<file path="src/design/cis_pkg.sv">
`default_nettype none
package cis_pkg;

	// spdu tags
	localparam logic [7:0] TAG_DATA       = 8'h90;
	localparam logic [7:0] TAG_OPEN_REQ   = 8'h91;
	localparam logic [7:0] TAG_CREATE_RSP = 8'h94;
	localparam logic [7:0] TAG_CLOSE_REQ  = 8'h95;

	localparam logic [7:0] ST_OK      = 8'h00;
	localparam logic [7:0] ST_UNKNOWN = 8'hF0;
	localparam logic [7:0] ST_FULL    = 8'hF3;

	localparam logic [31:0] RID_RES_MGR = 32'h0001_0041;
	localparam logic [31:0] RID_APP_MGR = 32'h0002_0041;
	localparam logic [31:0] RID_CA_MGR  = 32'h0003_0041;
	localparam logic [31:0] RID_DATE    = 32'h0024_0041;
	localparam logic [31:0] RID_MMI     = 32'h0040_0041;

	localparam logic [2:0] RK_NONE    = 3'd0;
	localparam logic [2:0] RK_RES_MGR = 3'd1;
	localparam logic [2:0] RK_APP_MGR = 3'd2;
	localparam logic [2:0] RK_CA_MGR  = 3'd3;
	localparam logic [2:0] RK_DATE    = 3'd4;
	localparam logic [2:0] RK_MMI     = 3'd5;

	localparam logic [6:0] LEN_COUNT_MASK = 7'h7F;

	localparam logic [1:0] ACT_BYTE  = 2'd0;
	localparam logic [1:0] ACT_DROP  = 2'd1;
	localparam logic [1:0] ACT_SWEEP = 2'd2;

	// session entry phases
	localparam logic [1:0] PHS_FREE     = 2'd0;
	localparam logic [1:0] PHS_CREATING = 2'd1;
	localparam logic [1:0] PHS_STARTED  = 2'd2;
	localparam logic [1:0] PHS_DELETING = 2'd3;

	// parser phases
	localparam logic [3:0] PH_IDLE  = 4'd0;
	localparam logic [3:0] PH_SLEN  = 4'd1;
	localparam logic [3:0] PH_SLENX = 4'd2;
	localparam logic [3:0] PH_BODY  = 4'd3;
	localparam logic [3:0] PH_ATAG  = 4'd4;
	localparam logic [3:0] PH_ALEN  = 4'd5;
	localparam logic [3:0] PH_ALENX = 4'd6;
	localparam logic [3:0] PH_ABODY = 4'd7;
	localparam logic [3:0] PH_SKIP  = 4'd8;

	localparam logic [3:0] EV_OPEN_RSP   = 4'd0;
	localparam logic [3:0] EV_STARTED    = 4'd1;
	localparam logic [3:0] EV_CLOSE_REQ  = 4'd2;
	localparam logic [3:0] EV_APDU_HDR   = 4'd3;
	localparam logic [3:0] EV_APDU_BYTE  = 4'd4;
	localparam logic [3:0] EV_CLOSE_RSP  = 4'd5;
	localparam logic [3:0] EV_ILLEGAL    = 4'd6;
	localparam logic [3:0] EV_CLOSED     = 4'd7;
	localparam logic [3:0] EV_UNKNOWN    = 4'd8;
	localparam logic [3:0] EV_LEN_MISM   = 4'd9;
	localparam logic [3:0] EV_BAD_LEN    = 4'd10;

	typedef struct packed {
		logic [1:0]  action;
		logic [1:0]  slot;
		logic [7:0]  data_byte;
		logic        first_byte;
		logic [11:0] packet_length;
	} in_t;

	typedef struct packed {
		logic [3:0]  event_kind;
		logic [3:0]  session_number;
		logic [7:0]  response_status;
		logic [31:0] resource_id;
		logic [2:0]  resource_kind;
		logic [23:0] apdu_tag;
		logic [15:0] apdu_length;
		logic [7:0]  payload_byte;
		logic        apdu_end;
		logic        last;
	} res_t;

	typedef struct packed {
		logic [1:0] slot;
		logic [1:0] phase;
		logic [2:0] kind;
		logic [7:0] status;
	} entry_t;

	typedef struct packed {
		logic       mwe;
		entry_t     mdata;
		logic       vwe;
		logic       vval;
	} tbl_wr_t;

	typedef struct packed {
		logic [3:0]  phase;
		logic [11:0] bytes_left;
		logic [7:0]  tag;
		logic [15:0] body_left;
		logic [31:0] body_shift;
		logic [23:0] atag;
		logic [15:0] apdu_left;
		logic [6:0]  lenx;
		logic [1:0]  atag_cnt;
		logic [2:0]  seen;
	} psr_t;

	function automatic logic [2:0] res_kind(input logic [31:0] rid);
		logic [2:0] k;
		case (rid)
			RID_RES_MGR: k = RK_RES_MGR;
			RID_APP_MGR: k = RK_APP_MGR;
			RID_CA_MGR:  k = RK_CA_MGR;
			RID_DATE:    k = RK_DATE;
			RID_MMI:     k = RK_MMI;
			default:     k = RK_NONE;
		endcase
		return k;
	endfunction

	function automatic res_t mk_ev(input logic [3:0] k, input logic [3:0] s,
			input logic [7:0] st, input logic [31:0] rid, input logic [2:0] rk,
			input logic [23:0] at, input logic [15:0] al, input logic [7:0] pb,
			input logic e);
		res_t r;
		r.event_kind      = k;
		r.session_number  = s;
		r.response_status = st;
		r.resource_id     = rid;
		r.resource_kind   = rk;
		r.apdu_tag        = at;
		r.apdu_length     = al;
		r.payload_byte    = pb;
		r.apdu_end        = e;
		r.last            = 1'b0;
		return r;
	endfunction

endpackage
`default_nettype wire

</file>
<file path="src/design/ci_session_spdu_receiver.sv">
`default_nettype none
// Session-layer receiver for a common-interface module link. Each packet byte
// is one beat on rx; results leave on ev, up to two per beat, the last one
// flagged. An SPDU that names an existing session waits for the session table
// read. A slot drop or a close sweep walks the session table, one entry per
// cycle (the close sweep stops at the first deleting entry). No clearing pass
// is needed after reset. The config write (cfg_data, tail workaround enable,
// reset 1) is taken at any time but should be made while idle.
module ci_session_spdu_receiver #(
	parameter int SESSION_TABLE = 16,
	parameter int SLOT_COUNT = 4
) (
	input  wire logic          clk,
	input  wire logic          arst_n,
	input  wire logic          cfg_valid,
	output logic               cfg_ready,
	input  wire logic          cfg_data,
	input  wire logic          rx_valid,
	output logic               rx_ready,
	input  wire cis_pkg::in_t  rx_data,
	output logic               ev_valid,
	input  wire logic          ev_ready,
	output cis_pkg::res_t      ev_data
);
	import cis_pkg::*;

	localparam int SW = $clog2(SESSION_TABLE);

	localparam logic [2:0] S_IDLE  = 3'd0;
	localparam logic [2:0] S_EXEC  = 3'd1;
	localparam logic [2:0] S_SD    = 3'd2;
	localparam logic [2:0] S_DROP  = 3'd3;
	localparam logic [2:0] S_CLOSE = 3'd4;
	localparam logic [2:0] S_OUT   = 3'd5;

	logic [2:0]    state_q, state_d;
	in_t           in_q;
	logic          tail_q;
	res_t          res_q [2];
	logic [1:0]    cnt_q;
	logic          idx_q;
	logic [SW-1:0] sw_q, chk_q;
	logic          chkv_q;

	logic                     slot_ok, step, finish, defer;
	res_t                     p_ev0, p_ev1, cls_ev;
	logic [1:0]               p_cnt;
	tbl_wr_t                  p_wr, t_wr;
	logic [SW-1:0]            p_waddr, p_raddr, t_waddr, t_raddr;
	entry_t                   rent;
	logic [SESSION_TABLE-1:0] valid;
	logic [SW-1:0]            free_idx;
	logic                     full;
	logic                     sw_done, hit_drop, hit_close;
	logic [31:0]              chk_w;

	assign cfg_ready = 1'b1;
	assign rx_ready  = (state_q == S_IDLE);
	assign slot_ok   = int'(in_q.slot) < SLOT_COUNT;
	assign step      = (state_q == S_EXEC) && in_q.action == ACT_BYTE && slot_ok;
	assign finish    = (state_q == S_SD);

	assign sw_done   = chkv_q && chk_q == SW'(SESSION_TABLE - 1);
	assign hit_drop  = (state_q == S_DROP) && chkv_q && valid[chk_q] &&
		rent.slot == in_q.slot;
	assign hit_close = (state_q == S_CLOSE) && chkv_q && valid[chk_q] &&
		rent.phase == PHS_DELETING;
	assign chk_w     = 32'(chk_q);
	assign cls_ev    = mk_ev(EV_CLOSE_RSP, chk_w[3:0], '0, '0, rent.kind, '0, '0, '0,
		1'b0);

	cis_parser #(.SESSION_TABLE(SESSION_TABLE), .SW(SW)) u_parser (
		.clk(clk), .arst_n(arst_n), .step(step), .finish(finish), .it(in_q),
		.tail_en(tail_q), .valid(valid), .free_idx(free_idx), .full(full),
		.rent(rent), .ev0(p_ev0), .ev1(p_ev1), .cnt(p_cnt), .defer(defer),
		.wr(p_wr), .waddr(p_waddr), .raddr(p_raddr)
	);

	always_comb begin
		t_wr = p_wr;
		t_waddr = p_waddr;
		if (hit_drop || hit_close) begin
			t_wr = '0;
			t_wr.vwe = 1'b1;
			t_wr.vval = 1'b0;
			t_waddr = chk_q;
		end
		t_raddr = (state_q == S_DROP || state_q == S_CLOSE) ? sw_q : p_raddr;
	end

	cis_table #(.SESSION_TABLE(SESSION_TABLE), .SW(SW)) u_table (
		.clk(clk), .arst_n(arst_n), .raddr(t_raddr), .rdata(rent), .wr(t_wr),
		.waddr(t_waddr), .valid(valid), .free_idx(free_idx), .full(full)
	);

	always_comb begin
		state_d = state_q;
		unique case (state_q)
			S_IDLE: if (rx_valid) state_d = S_EXEC;
			S_EXEC: begin
				if (in_q.action == ACT_BYTE && slot_ok) begin
					if (defer) state_d = S_SD;
					else if (p_cnt != '0) state_d = S_OUT;
					else state_d = S_IDLE;
				end else if (in_q.action == ACT_DROP && slot_ok) begin
					state_d = S_DROP;
				end else if (in_q.action == ACT_SWEEP) begin
					state_d = S_CLOSE;
				end else begin
					state_d = S_IDLE;
				end
			end
			S_SD: state_d = (p_cnt != '0) ? S_OUT : S_IDLE;
			S_DROP: if (sw_done) state_d = S_IDLE;
			S_CLOSE: begin
				if (hit_close) state_d = S_OUT;
				else if (sw_done) state_d = S_IDLE;
			end
			S_OUT: if (ev_ready && ev_data.last) state_d = S_IDLE;
			default: state_d = S_IDLE;
		endcase
	end

	always_ff @(posedge clk or negedge arst_n) begin
		if (!arst_n) begin
			state_q <= S_IDLE;
			tail_q  <= 1'b1;
			cnt_q   <= '0;
			idx_q   <= 1'b0;
			sw_q    <= '0;
			chk_q   <= '0;
			chkv_q  <= 1'b0;
		end else begin
			state_q <= state_d;
			if (cfg_valid)
				tail_q <= cfg_data;
			if (state_q == S_EXEC || state_q == S_SD) begin
				cnt_q <= p_cnt;
				idx_q <= 1'b0;
			end
			if (hit_close) begin
				cnt_q <= 2'd1;
				idx_q <= 1'b0;
			end
			if (state_q == S_OUT && ev_ready)
				idx_q <= 1'b1;
			// table walk: read one entry per cycle, check it the next
			if (state_q == S_EXEC) begin
				sw_q   <= SW'(1);
				chkv_q <= 1'b0;
			end else if (state_q == S_DROP || state_q == S_CLOSE) begin
				sw_q   <= sw_q + 1'b1;
				chk_q  <= sw_q;
				chkv_q <= 1'b1;
			end
		end
	end

	always_ff @(posedge clk) begin
		if (rx_valid && rx_ready)
			in_q <= rx_data;
		if (state_q == S_EXEC || state_q == S_SD) begin
			res_q[0] <= p_ev0;
			res_q[1] <= p_ev1;
		end
		if (hit_close)
			res_q[0] <= cls_ev;
	end

	always_comb begin
		ev_data = res_q[idx_q];
		ev_data.last = ({1'b0, idx_q} + 2'd1) == cnt_q;
	end
	assign ev_valid = (state_q == S_OUT);

endmodule
`default_nettype wire

</file>
<file path="src/design/cis_table.sv">
`default_nettype none
module cis_table #(
	parameter int SESSION_TABLE = 16,
	parameter int SW = 4
) (
	input  wire logic             clk,
	input  wire logic             arst_n,
	input  wire logic [SW-1:0]    raddr,
	output cis_pkg::entry_t       rdata,
	input  wire cis_pkg::tbl_wr_t wr,
	input  wire logic [SW-1:0]    waddr,
	output logic [SESSION_TABLE-1:0] valid,
	output logic [SW-1:0]         free_idx,
	output logic                  full
);
	import cis_pkg::*;

	entry_t mem [SESSION_TABLE];
	logic [SESSION_TABLE-1:0] valid_q;
	logic [SESSION_TABLE-1:0] free_v;
	logic [SESSION_TABLE-1:0] low_v;

	always_ff @(posedge clk) begin
		if (wr.mwe)
			mem[waddr] <= wr.mdata;
		rdata <= mem[raddr];
	end

	// entry 0 is never a session
	always_ff @(posedge clk or negedge arst_n) begin
		if (!arst_n) begin
			valid_q <= '0;
		end else if (wr.vwe && waddr != '0) begin
			valid_q[waddr] <= wr.vval;
		end
	end

	assign valid = valid_q;

	// lowest free entry: isolate lowest set bit, then encode
	always_comb begin
		free_v = ~valid_q;
		free_v[0] = 1'b0;
		low_v = free_v & (~free_v + 1'b1);
		free_idx = '0;
		for (int i = 0; i < SESSION_TABLE; i++) begin
			if (low_v[i])
				free_idx = free_idx | SW'(i);
		end
		full = (free_v == '0);
	end

endmodule
`default_nettype wire

</file>
<file path="src/design/cis_parser.sv">
`default_nettype none
module cis_parser #(
	parameter int SESSION_TABLE = 16,
	parameter int SW = 4
) (
	input  wire logic                     clk,
	input  wire logic                     arst_n,
	input  wire logic                     step,
	input  wire logic                     finish,
	input  wire cis_pkg::in_t             it,
	input  wire logic                     tail_en,
	input  wire logic [SESSION_TABLE-1:0] valid,
	input  wire logic [SW-1:0]            free_idx,
	input  wire logic                     full,
	input  wire cis_pkg::entry_t          rent,
	output cis_pkg::res_t                 ev0,
	output cis_pkg::res_t                 ev1,
	output logic [1:0]                    cnt,
	output logic                          defer,
	output cis_pkg::tbl_wr_t              wr,
	output logic [SW-1:0]                 waddr,
	output logic [SW-1:0]                 raddr
);
	import cis_pkg::*;

	psr_t          p_q, n;
	logic [SW-1:0] cs_q, ncs;
	logic [1:0]    slot_q, nslot;
	logic [2:0]    kind_q, nkind;
	logic          end_q;
	logic [2:0]    kcur;
	res_t          evs [2];
	logic          do_sd, do_ar, is_end;
	logic [15:0]   alen, rem16, nb;
	logic [2:0]    rk;
	logic [7:0]    st;
	logic [7:0]    b;

	function automatic logic [3:0] sn4(input logic [SW-1:0] s);
		logic [31:0] w;
		w = 32'(s);
		return w[3:0];
	endfunction

	assign b = it.data_byte;
	assign kcur = (cs_q != '0 && valid[cs_q]) ? kind_q : RK_NONE;

	always_comb begin
		n = p_q; ncs = cs_q; nslot = slot_q; nkind = kind_q;
		evs[0] = '0; evs[1] = '0; cnt = '0; defer = 1'b0;
		wr = '0; waddr = '0; raddr = '0;
		do_sd = 1'b0; do_ar = 1'b0; is_end = 1'b0;
		alen = '0; rem16 = '0; nb = '0; rk = RK_NONE; st = ST_OK;
		if (finish) begin
			n.phase = PH_ATAG; n.atag_cnt = '0; n.atag = '0;
			nkind = rent.kind;
			case (p_q.tag)
				TAG_CREATE_RSP: begin
					wr.mwe = 1'b1; waddr = cs_q;
					wr.mdata = '{slot: rent.slot, phase: PHS_STARTED, kind: rent.kind,
						status: p_q.body_shift[31:24]};
					evs[0] = mk_ev(EV_STARTED, sn4(cs_q), p_q.body_shift[31:24], '0,
						rent.kind, '0, '0, '0, 1'b0);
					cnt = 2'd1;
				end
				TAG_CLOSE_REQ: begin
					wr.mwe = 1'b1; waddr = cs_q;
					wr.mdata = '{slot: rent.slot, phase: PHS_DELETING, kind: rent.kind,
						status: rent.status};
					evs[0] = mk_ev(EV_CLOSE_REQ, sn4(cs_q), '0, '0, rent.kind, '0, '0, '0,
						1'b0);
					cnt = 2'd1;
				end
				TAG_DATA: ;
				default: begin
					evs[0] = mk_ev(EV_UNKNOWN, sn4(cs_q), '0, '0, rent.kind, '0, '0, '0,
						1'b0);
					cnt = 2'd1;
					n.phase = PH_SKIP;
				end
			endcase
			if (end_q)
				n.phase = PH_IDLE;
		end else if (step) begin
			if (it.first_byte) begin
				n.tag = b;
				n.bytes_left = (it.packet_length != '0) ? it.packet_length - 12'd1 : '0;
				n.body_left = '0; n.body_shift = '0; n.seen = '0;
				nslot = it.slot; ncs = '0;
				n.atag = '0; n.apdu_left = '0; n.lenx = '0; n.atag_cnt = '0;
				n.phase = PH_SLEN;
				if (n.bytes_left == '0) begin
					evs[0] = mk_ev(EV_BAD_LEN, '0, '0, '0, '0, '0, '0, '0, 1'b0);
					cnt = 2'd1;
					n.phase = PH_IDLE;
				end
			end else if (p_q.phase != PH_IDLE) begin
				n.bytes_left = p_q.bytes_left - 12'd1;
				is_end = (n.bytes_left == '0);
				unique case (p_q.phase)
					PH_SLEN: begin
						if (b[7] && (b[6:0] & LEN_COUNT_MASK) != '0) begin
							n.lenx = b[6:0]; n.phase = PH_SLENX; n.body_left = '0;
						end else begin
							n.body_left = b[7] ? 16'd0 : {8'd0, b};
							if (n.body_left != '0) n.phase = PH_BODY;
							else do_sd = 1'b1;
						end
					end
					PH_ALEN: begin
						if (b[7] && (b[6:0] & LEN_COUNT_MASK) != '0) begin
							n.lenx = b[6:0]; n.phase = PH_ALENX; n.apdu_left = '0;
						end else begin
							n.apdu_left = b[7] ? 16'd0 : {8'd0, b};
							do_ar = 1'b1;
						end
					end
					PH_SLENX: begin
						n.body_left = {p_q.body_left[7:0], b};
						n.lenx = p_q.lenx - 7'd1;
						if (n.lenx == '0) begin
							if (n.body_left != '0) n.phase = PH_BODY;
							else do_sd = 1'b1;
						end
					end
					PH_ALENX: begin
						n.apdu_left = {p_q.apdu_left[7:0], b};
						n.lenx = p_q.lenx - 7'd1;
						if (n.lenx == '0) do_ar = 1'b1;
					end
					PH_BODY: begin
						if (p_q.seen == 3'd0) n.body_shift[31:24] = b;
						if (p_q.tag == TAG_OPEN_REQ) begin
							case (p_q.seen)
								3'd1: n.body_shift[23:16] = n.body_shift[23:16] | b;
								3'd2: n.body_shift[15:8] = n.body_shift[15:8] | b;
								3'd3: n.body_shift[7:0] = n.body_shift[7:0] | b;
								default: ;
							endcase
						end else begin
							n.body_shift[15:0] = {n.body_shift[7:0], b};
						end
						if (p_q.seen < 3'd4) n.seen = p_q.seen + 3'd1;
						n.body_left = p_q.body_left - 16'd1;
						if (n.body_left == '0) do_sd = 1'b1;
					end
					PH_ATAG: begin
						n.atag = {p_q.atag[15:0], b};
						n.atag_cnt = p_q.atag_cnt + 2'd1;
						if (n.atag_cnt == 2'd3) n.phase = PH_ALEN;
					end
					PH_ABODY: begin
						n.apdu_left = p_q.apdu_left - 16'd1;
						evs[0] = mk_ev(EV_APDU_BYTE, sn4(cs_q), '0, '0, kcur, '0, '0, b,
							n.apdu_left == '0);
						cnt = 2'd1;
						if (n.apdu_left == '0) begin
							n.phase = PH_ATAG; n.atag_cnt = '0; n.atag = '0;
						end
					end
					default: ;
				endcase

				if (do_ar) begin
					alen = n.apdu_left;
					rem16 = {4'd0, n.bytes_left};
					if (tail_en && rem16 > alen && (rem16 - alen) < 16'd3)
						alen = rem16;
					n.apdu_left = alen;
					evs[0] = mk_ev(EV_APDU_HDR, sn4(cs_q), '0, '0, kcur, n.atag, alen, '0,
						alen == '0);
					cnt = 2'd1;
					if (alen != '0) begin
						n.phase = PH_ABODY;
					end else begin
						n.phase = PH_ATAG; n.atag_cnt = '0; n.atag = '0;
					end
				end

				if (do_sd) begin
					if (p_q.tag == TAG_OPEN_REQ) begin
						if (full) begin
							st = ST_FULL;
						end else begin
							rk = res_kind(n.body_shift);
							st = (rk == RK_NONE) ? ST_UNKNOWN : ST_OK;
						end
						if (!full && rk != RK_NONE) begin
							wr.mwe = 1'b1; wr.vwe = 1'b1; wr.vval = 1'b1; waddr = free_idx;
							wr.mdata = '{slot: slot_q, phase: PHS_STARTED, kind: rk,
								status: ST_OK};
							evs[0] = mk_ev(EV_OPEN_RSP, sn4(free_idx), st, n.body_shift, rk,
								'0, '0, '0, 1'b0);
							evs[1] = mk_ev(EV_STARTED, sn4(free_idx), '0, '0, rk, '0, '0, '0,
								1'b0);
							cnt = 2'd2;
							ncs = free_idx; nkind = rk;
							n.phase = PH_ATAG; n.atag_cnt = '0; n.atag = '0;
						end else begin
							evs[0] = mk_ev(EV_OPEN_RSP, '0, st, n.body_shift, rk, '0, '0, '0,
								1'b0);
							cnt = 2'd1;
							if (!is_end) begin
								evs[1] = mk_ev(EV_LEN_MISM, '0, '0, '0, '0, '0, '0, '0, 1'b0);
								cnt = 2'd2;
							end
							n.phase = PH_SKIP;
						end
					end else begin
						nb = n.body_shift[15:0];
						if (nb == '0 || nb >= 16'(SESSION_TABLE)) begin
							n.phase = PH_SKIP;
							evs[0] = mk_ev(EV_ILLEGAL, nb[3:0], '0, '0, '0, '0, '0, '0, 1'b0);
							cnt = 2'd1;
						end else if (!valid[SW'(nb)]) begin
							n.phase = PH_SKIP;
							evs[0] = mk_ev(EV_CLOSED, nb[3:0], '0, '0, '0, '0, '0, '0, 1'b0);
							cnt = 2'd1;
						end else begin
							// entry needed: finish after the table read
							defer = 1'b1;
							raddr = SW'(nb);
							ncs = SW'(nb);
						end
					end
				end

				if (is_end && !defer) begin
					if (n.phase == PH_SLEN || n.phase == PH_SLENX || n.phase == PH_BODY) begin
						evs[cnt[0]] = mk_ev(EV_BAD_LEN, '0, '0, '0, '0, '0, '0, '0, 1'b0);
						cnt = cnt + 2'd1;
					end else if ((n.phase == PH_ATAG && n.atag_cnt != '0) ||
							n.phase == PH_ALEN || n.phase == PH_ALENX ||
							n.phase == PH_ABODY) begin
						evs[cnt[0]] = mk_ev(EV_LEN_MISM, sn4(cs_q), '0, '0, kcur, '0, '0,
							'0, 1'b0);
						cnt = cnt + 2'd1;
					end
					n.phase = PH_IDLE;
				end
			end
		end
		ev0 = evs[0];
		ev1 = evs[1];
	end

	always_ff @(posedge clk or negedge arst_n) begin
		if (!arst_n) begin
			p_q    <= '0;
			cs_q   <= '0;
			slot_q <= '0;
			kind_q <= '0;
			end_q  <= 1'b0;
		end else if (step || finish) begin
			p_q    <= n;
			cs_q   <= ncs;
			slot_q <= nslot;
			kind_q <= nkind;
			if (defer)
				end_q <= is_end;
		end
	end

endmodule
`default_nettype wire

</file>
<file path="config.mk">
export PLATFORM = sky130hd
export DESIGN_NAME = ci_session_spdu_receiver
export DESIGN_NICKNAME = d
export VERILOG_FILES = /design/src/design/cis_pkg.sv /design/src/design/ci_session_spdu_receiver.sv /design/src/design/cis_table.sv /design/src/design/cis_parser.sv
export SDC_FILE = /design/constraint.sdc
export NUM_CORES = 1
export LEC_CHECK = 0
export ABC_AREA = 1
export BUFFER_PORTS_ARGS = -buffer_cell sky130_fd_sc_hd__buf_2
export CAP_MARGIN = 20
export CORE_ASPECT_RATIO = 0.9
export CORE_MARGIN = 2
export CORE_UTILIZATION = 35
export CTS_CLUSTER_SIZE = 12
export DETAILED_ROUTE_END_ITERATION = 12
export PLACE_DENSITY = 0.6
export SYNTH_ARGS = -nofsm -noshare
export SYNTH_HDL_FRONTEND = slang
export SYNTH_SLANG_ARGS = --single-unit
export TNS_END_PERCENT = 10
</file>
<file path="constraint.sdc">
create_clock -name clk -period 8.45 [get_ports clk]
set_input_delay 0.845 -clock clk [delete_from_list [all_inputs] [get_ports clk]]
set_output_delay 0.845 -clock clk [all_outputs]
set_load 0.01 [all_outputs]
</file>
* Word level (Yosys, flattened, before mapping)
Memories as Yosys holds them, arrays and structs flattened. A register that Yosys moved wholly into a read port is not among the register bits.
Index checks and enable logic that the tools add are counted.
** Word-level totals
- Bits in registers :: 191
- Latch bits :: 0
- RAM bits :: 442
- Bits in read-only memories :: 0
- Bits of input ports :: 31
- Output and inout port bits :: 104
- Memories kept :: 2
** Memory list
- u_table.mem :: depth 16, width 15, read ports 1, clocked after memory_dff 1, wr ports 1, RTL line cis_table.sv:18 : entry_t mem [SESSION_TABLE];
- res_q :: depth 2, width 101, read ports 1, clocked after memory_dff 0, wr ports 2, RTL line ci_session_spdu_receiver.sv:39 : res_t res_q [2];
** Cells by class
- Add/subtract/negate cells :: 12
- Multiply operators :: 0
- Div/mod/pow operators :: 0
- Order comparisons :: 11
- Equal/unequal tests :: 44
- Shift-type cells :: 0
- Muxes and demuxes :: 271
- Bitwise operators :: 13
- Reductions and logical operators :: 87
** Operators by type and width (number)
- two-way mux 202 bit :: 10
- two-way mux 101 bit :: 11
- two-way mux 100 bit :: 5
- case mux 101 bit (3 select lines) :: 1
- two-way mux 16 bit :: 15
- two-way mux 4 bit :: 56
- bitwise mux 202 bit :: 1
- AND 198 bit :: 1
- two-way mux 198 bit :: 1
- NOT 198 bit :: 1
- two-way mux 32 bit :: 5
- two-way mux 24 bit :: 6
- two-way mux 18 bit :: 7
- two-way mux 124 bit :: 1
- two-way mux 3 bit :: 37
- demux 101 bit (select 1 bit) :: 1
- case mux 16 bit (3 select lines) :: 2
- two-way mux 2 bit :: 33
- equality test 32 x 18 -> 1 bit (second input constant) :: 2
- zero test 16 bit :: 4
- two-way mux 8 bit :: 8
- two-way mux 1 bit :: 53
- case mux 24 bit (2 select lines) :: 1
- nonzero test 16 bit :: 3
- 79 further kinds :: 173

* Longest topological paths before layout
- Depth after elaboration :: 50
- Depth in mapped cells :: 46

* By module
A second synthesis with hierarchy kept.
** Unflattened totals
- Cells, all modules :: 4115
- Area total of the unflattened synthesis :: 34271.6 um2
** Modules (own cells, without submodules)
- cis_parser :: times used 1, cells each 2048, area each 13105.1 um2, seq. area each 3353.2 um2
- cis_table :: times used 1, cells each 966, area each 11109.4 um2, seq. area each 7907.6 um2
- ci_session_spdu_receiver :: times used 1, cells each 1101, area each 10057.1 um2, seq. area each 6227.2 um2

* Worst setup path before layout
Ideal clock, no wire load.
- Path kind :: register to register
- Start :: reg u_parser.p_q[123] (netlist name)
- End :: reg state_q[0]
- Setup time :: 0.117 ns
- Arrival :: 4.876 ns
- Setup slack :: 3.457 ns
- Stages on the path, launching flop included :: 40
- Cell sequence :: dfrtp_1 nor2_1 inv_2 nor2_1 inv_1 o21ai_0 nand2_1 a22oi_1 ha_1 inv_1 fa_1 nand3_1 nand2_1 nand2_1 nand3_1 xnor2_1 nand3_1 nor2_1 (+4 left out) o21ai_1 nand2_1 nor2_1 nand3_2 o21ai_1 nand2_1 nand2_2 inv_1 ha_1 nand3_1 nand2_1 nand2_1 a21oi_1 nand3_1 nand2_1 nand2_1 nand2_1 nand2_1
** Between the ends
- Word-level cells in the longest chain between the ends :: 48
** RTL lines
- from (decl) :: RTL line cis_parser.sv:26 : psr_t p_q, n;
- from (signal assigned) :: RTL line cis_parser.sv:255 : p_q <= n;
- parallel branches: the longest is 47 deep, another holds subtractor 12 x 16 -> 16 bit
- case mux 3 bit (6 select lines) * :: RTL line ci_session_spdu_receiver.sv:98 : unique case (state_q)
- to (signal assigned) :: RTL line ci_session_spdu_receiver.sv:134 : state_q <= state_d;
- to (decl) :: RTL line ci_session_spdu_receiver.sv:36 : logic [2:0] state_q, state_d;
Every way passes the cells marked *. The select of a mux whose other input is x is not followed.
A chain may end at the register's enable or synchronous reset.

* Worst setup path after layout
- Start :: reg u_parser.p_q[120] (netlist name)
- End :: reg state_q[0]
The elaborated chain is that of the path after synthesis.

==> results.md <==
- Routability Congestion: 0.9798
- Hold Fails Final Rpt: 0
- Crit path max fanout: 20
- R2R depth: 38
- First-pass GRT wire length: 116600 um
- Worst Setup SP: u_parser.p_q[120]
- Synth Net Count: 2947
- Pint: 4.229 mW
- Area Overhead vs Synth: 13.71%
- Worst-margin pin slew: roughly 1.0 ns
- Power Dens Cells: 274.1 nW/um^2
- Sw Share: 0.4078
- Max stage delay on crit path: 0.63 ns
- Post-synth cell types: 71
- Inserted Diodes: 0
- Cell Rows: 88
- Finished Layout Cells: between 3000 and 4000
- Post-layout util: 0.4045
- Pin count of the biggest net entering global routing: 69
- 1st-iter DRT viols: 2039
- Leak: 10.92 nW
- HPWL after DPL: 55170 um
- Routed WL: 76310 um
- Bufs on Longest Clock Path: 3
- Fillers: 6597
- Number of flops mapped to enable cells by yosys: 154
- Synth Flop Type: dfrtp_1
- Synth async-reset ratio: 0.3952
- Sequential cell area fraction in the yosys report: 0.4705
- Warnings from Yosys: 0
- Synthesized flop and latch total: 420
- CTS tree: done
- Initial antenna violation count: 0
- Gate power share: 0.361
- Max capacitance violation total: 0
- Clk_lat worst skew: 0.62 ns
- DP Worst Slack: approximately 1.7 ns
- All-Layer GR Usage: 0.2226
- Clock Tree Root: clkbuf_16
- Hold slack: 0.1876 ns
- # H-tree levels: 2
- RSZ-0062 raised after global routing: false
- Dpl cell area: 24510 um^2
- Crit path top cell by count: nand2_1
- Slew headroom: 0.3026
- Critical Path Sink Type: flop
- Final Power: 7.141 mW
- Fin. max-slew vios: 0
- Skew final: between 0.03 and 0.04 ns
- Clock transition at path regs: approximately 0.07 ns
- Arr. time, crit path: 7.45 ns
- Nets: about 3000
- Ports: 135
- ANT nets after route: 0
- Max Fclk: 143.4 MHz
- Initial Util: 0.3557
- Final instance area: 26050 um^2
- Routed len/inst: 19.61 um
- Tmin final: 6.974 ns
- Status: finished clean
- Leading cell type in the layout, fill and taps excluded: nand2_1
- WP data required: 8.93 ns
- Port bufs: about 130
- Final setup TNS: 0 ns
- Setup Fix Bufs, Post-CTS: 0
- Synthesized area per cell: 7.948 um^2
- Synthesized cell area: 22910 um^2
- Setup ws final: around 1.5 ns
- Die height: 246.7 um
- Routed vias: approximately 21000
- Post-synthesis instance total: just under 3000
- Die Wd: around 270 um
- Clock share of power: 0.288
- Crit share post-route: 0.8253
- Reg power frac: 0.351
- Placed Cells: roughly 3800
- Setup-failing EPs final: 0
- Via density: 5.380
- Startpoint Class: flop
- Resize count post-CTS: 0
- Layout cell share with drive strength beyond 1: 0.1126
- CTS Buf Count: between 40 and 50
- Grt ovf: 0
- 1st-pass router iterations: 8
- Total die area: 67530 um^2
- Clock sink count: 420
- Switch Pwr: 2.912 mW
- VDD IR max: approximately 0.14 mV
- Worst path slowest cell: o21ai_0
- Cts hold-fix bufs: 0
- Most frequent cells in the layout: nand2_1, inv_1, nor2_1, o21ai_0, dfrtp_1
- Core Area: 64410 um^2
- Worst Hold Class: input port to asynchronous set/reset pin
- R2R Path Start: u_parser.p_q[120]
- Vias in the first global route: between 15000 and 20000
- Setup CP Type: flop to flop
- Drc violations: 0
## per-layer routing
| layer | share of wire | GRT usage | routed length, um | vias up |
|---|---|---|---|---|
| met5 | 0 | 0 | 0 | - |
| li1 | - | - | - | 10060 |
| met2 | 0.42 | 0.3205 | 32040 | 865 |
| met1 | 0.47 | 0.3316 | 35720 | 9896 |
| met3 | 0.087 | 0.04787 | 6602 | 121 |
| met4 | 0.026 | 0.06509 | 1951 | 0 |
## worst paths after layout
kind / end / slack (ns)
setup / recovery: state_q[0] / 1.48
hold / removal: u_parser.p_q[22] / 0.19
setup reg to reg: state_q[0] / 1.48
hold reg to reg: u_table.valid[0] / 0.46
max in group asynchronous: u_table.valid[5] / 6.96
min in group clk: in_q[0] / 0.41
## synthesized netlist by cell type, drive strengths merged (14+ instances only)
cell type | instances | area [um^2]
a21oi | 151 | 759.5
a22oi | 38 | 285.3
buf | 14 | 92.58
clkbuf | 89 | 334.1
clkinv | 14 | 58.80
dfrtp | 165 | 4129
dfxtp | 100 | 2002
edfxtp | 154 | 4624
ha | 32 | 400.4
inv | 435 | 1633
nand2 | 466 | 1792
nand3 | 136 | 748.2
nand4 | 44 | 294.0
nor2 | 343 | 1363
nor3 | 71 | 377.9
nor4 | 20 | 152.6
o211ai | 22 | 170.2
o21ai | 299 | 1526
o221ai | 32 | 292.8
o22ai | 133 | 832.1
xor2 | 35 | 306.5
## cells by family after synthesis
logic type	count (synthesis)	synth area share
and+or+nand+nor	1092	0.2100
AOI/OAI and AO/OA	740	0.1913
buffers and inverters	552	0.09245
DFF	420	0.4705
xor gates and xnor gates	42	0.01605
adders and majority gates	33	0.01835
other	2	0.0003278
muxes	2	0.0009828
## registers in the layout, summed over array words and instances (netlist names), 3 cells and up
name             cells
chk_q                4
u_table.rdata        7
in_q                25
u_parser.cs_q        4
sw_q                 4
u_parser.p_q       124
state_q              3
u_table.mem        112
u_table.valid       16
res_q              110
u_parser.kind_q      3
## power groups by stage
stage | clock, mW | sequential [mW] | combinational, mW
6_report | 2.05 | 2.51 | 2.58
5_1_grt | 2.17 | 2.53 | 2.86
4_1_cts | 2.09 | 2.50 | 2.54
3_5_place_dp | 0 | 2.54 | 2.53
3_3_place_gp | 0 | 2.54 | 2.53
2_1_floorplan | 0 | 2.46 | 1.83
## cell type report
| type | instances | area (um^2) | area share |
|---|---|---|---|
| clock buffer | 73 | 1408 | 0.05403 |
| clock inverter | 15 | 126.4 | 0.004850 |
| inverter | 449 | 1693 | 0.06498 |
| multi-input combinational | 1911 | 10030 | 0.3849 |
| sequential | 420 | 10790 | 0.4140 |
| tap | 855 | 1070 | 0.04106 |
| timing repair buffer | 169 | 943.4 | 0.03621 |
## worst max-delay path, delay by kind of cell, from the launching register on
kind            cells  cell delay (ns)
compound gates      5             1.60
simple gates       27             3.54
fa+ha+maj           2             0.62
buf+inv             4             0.58
flops               1             0.46
No activity file was read; power rests on OpenSTA's default activity.
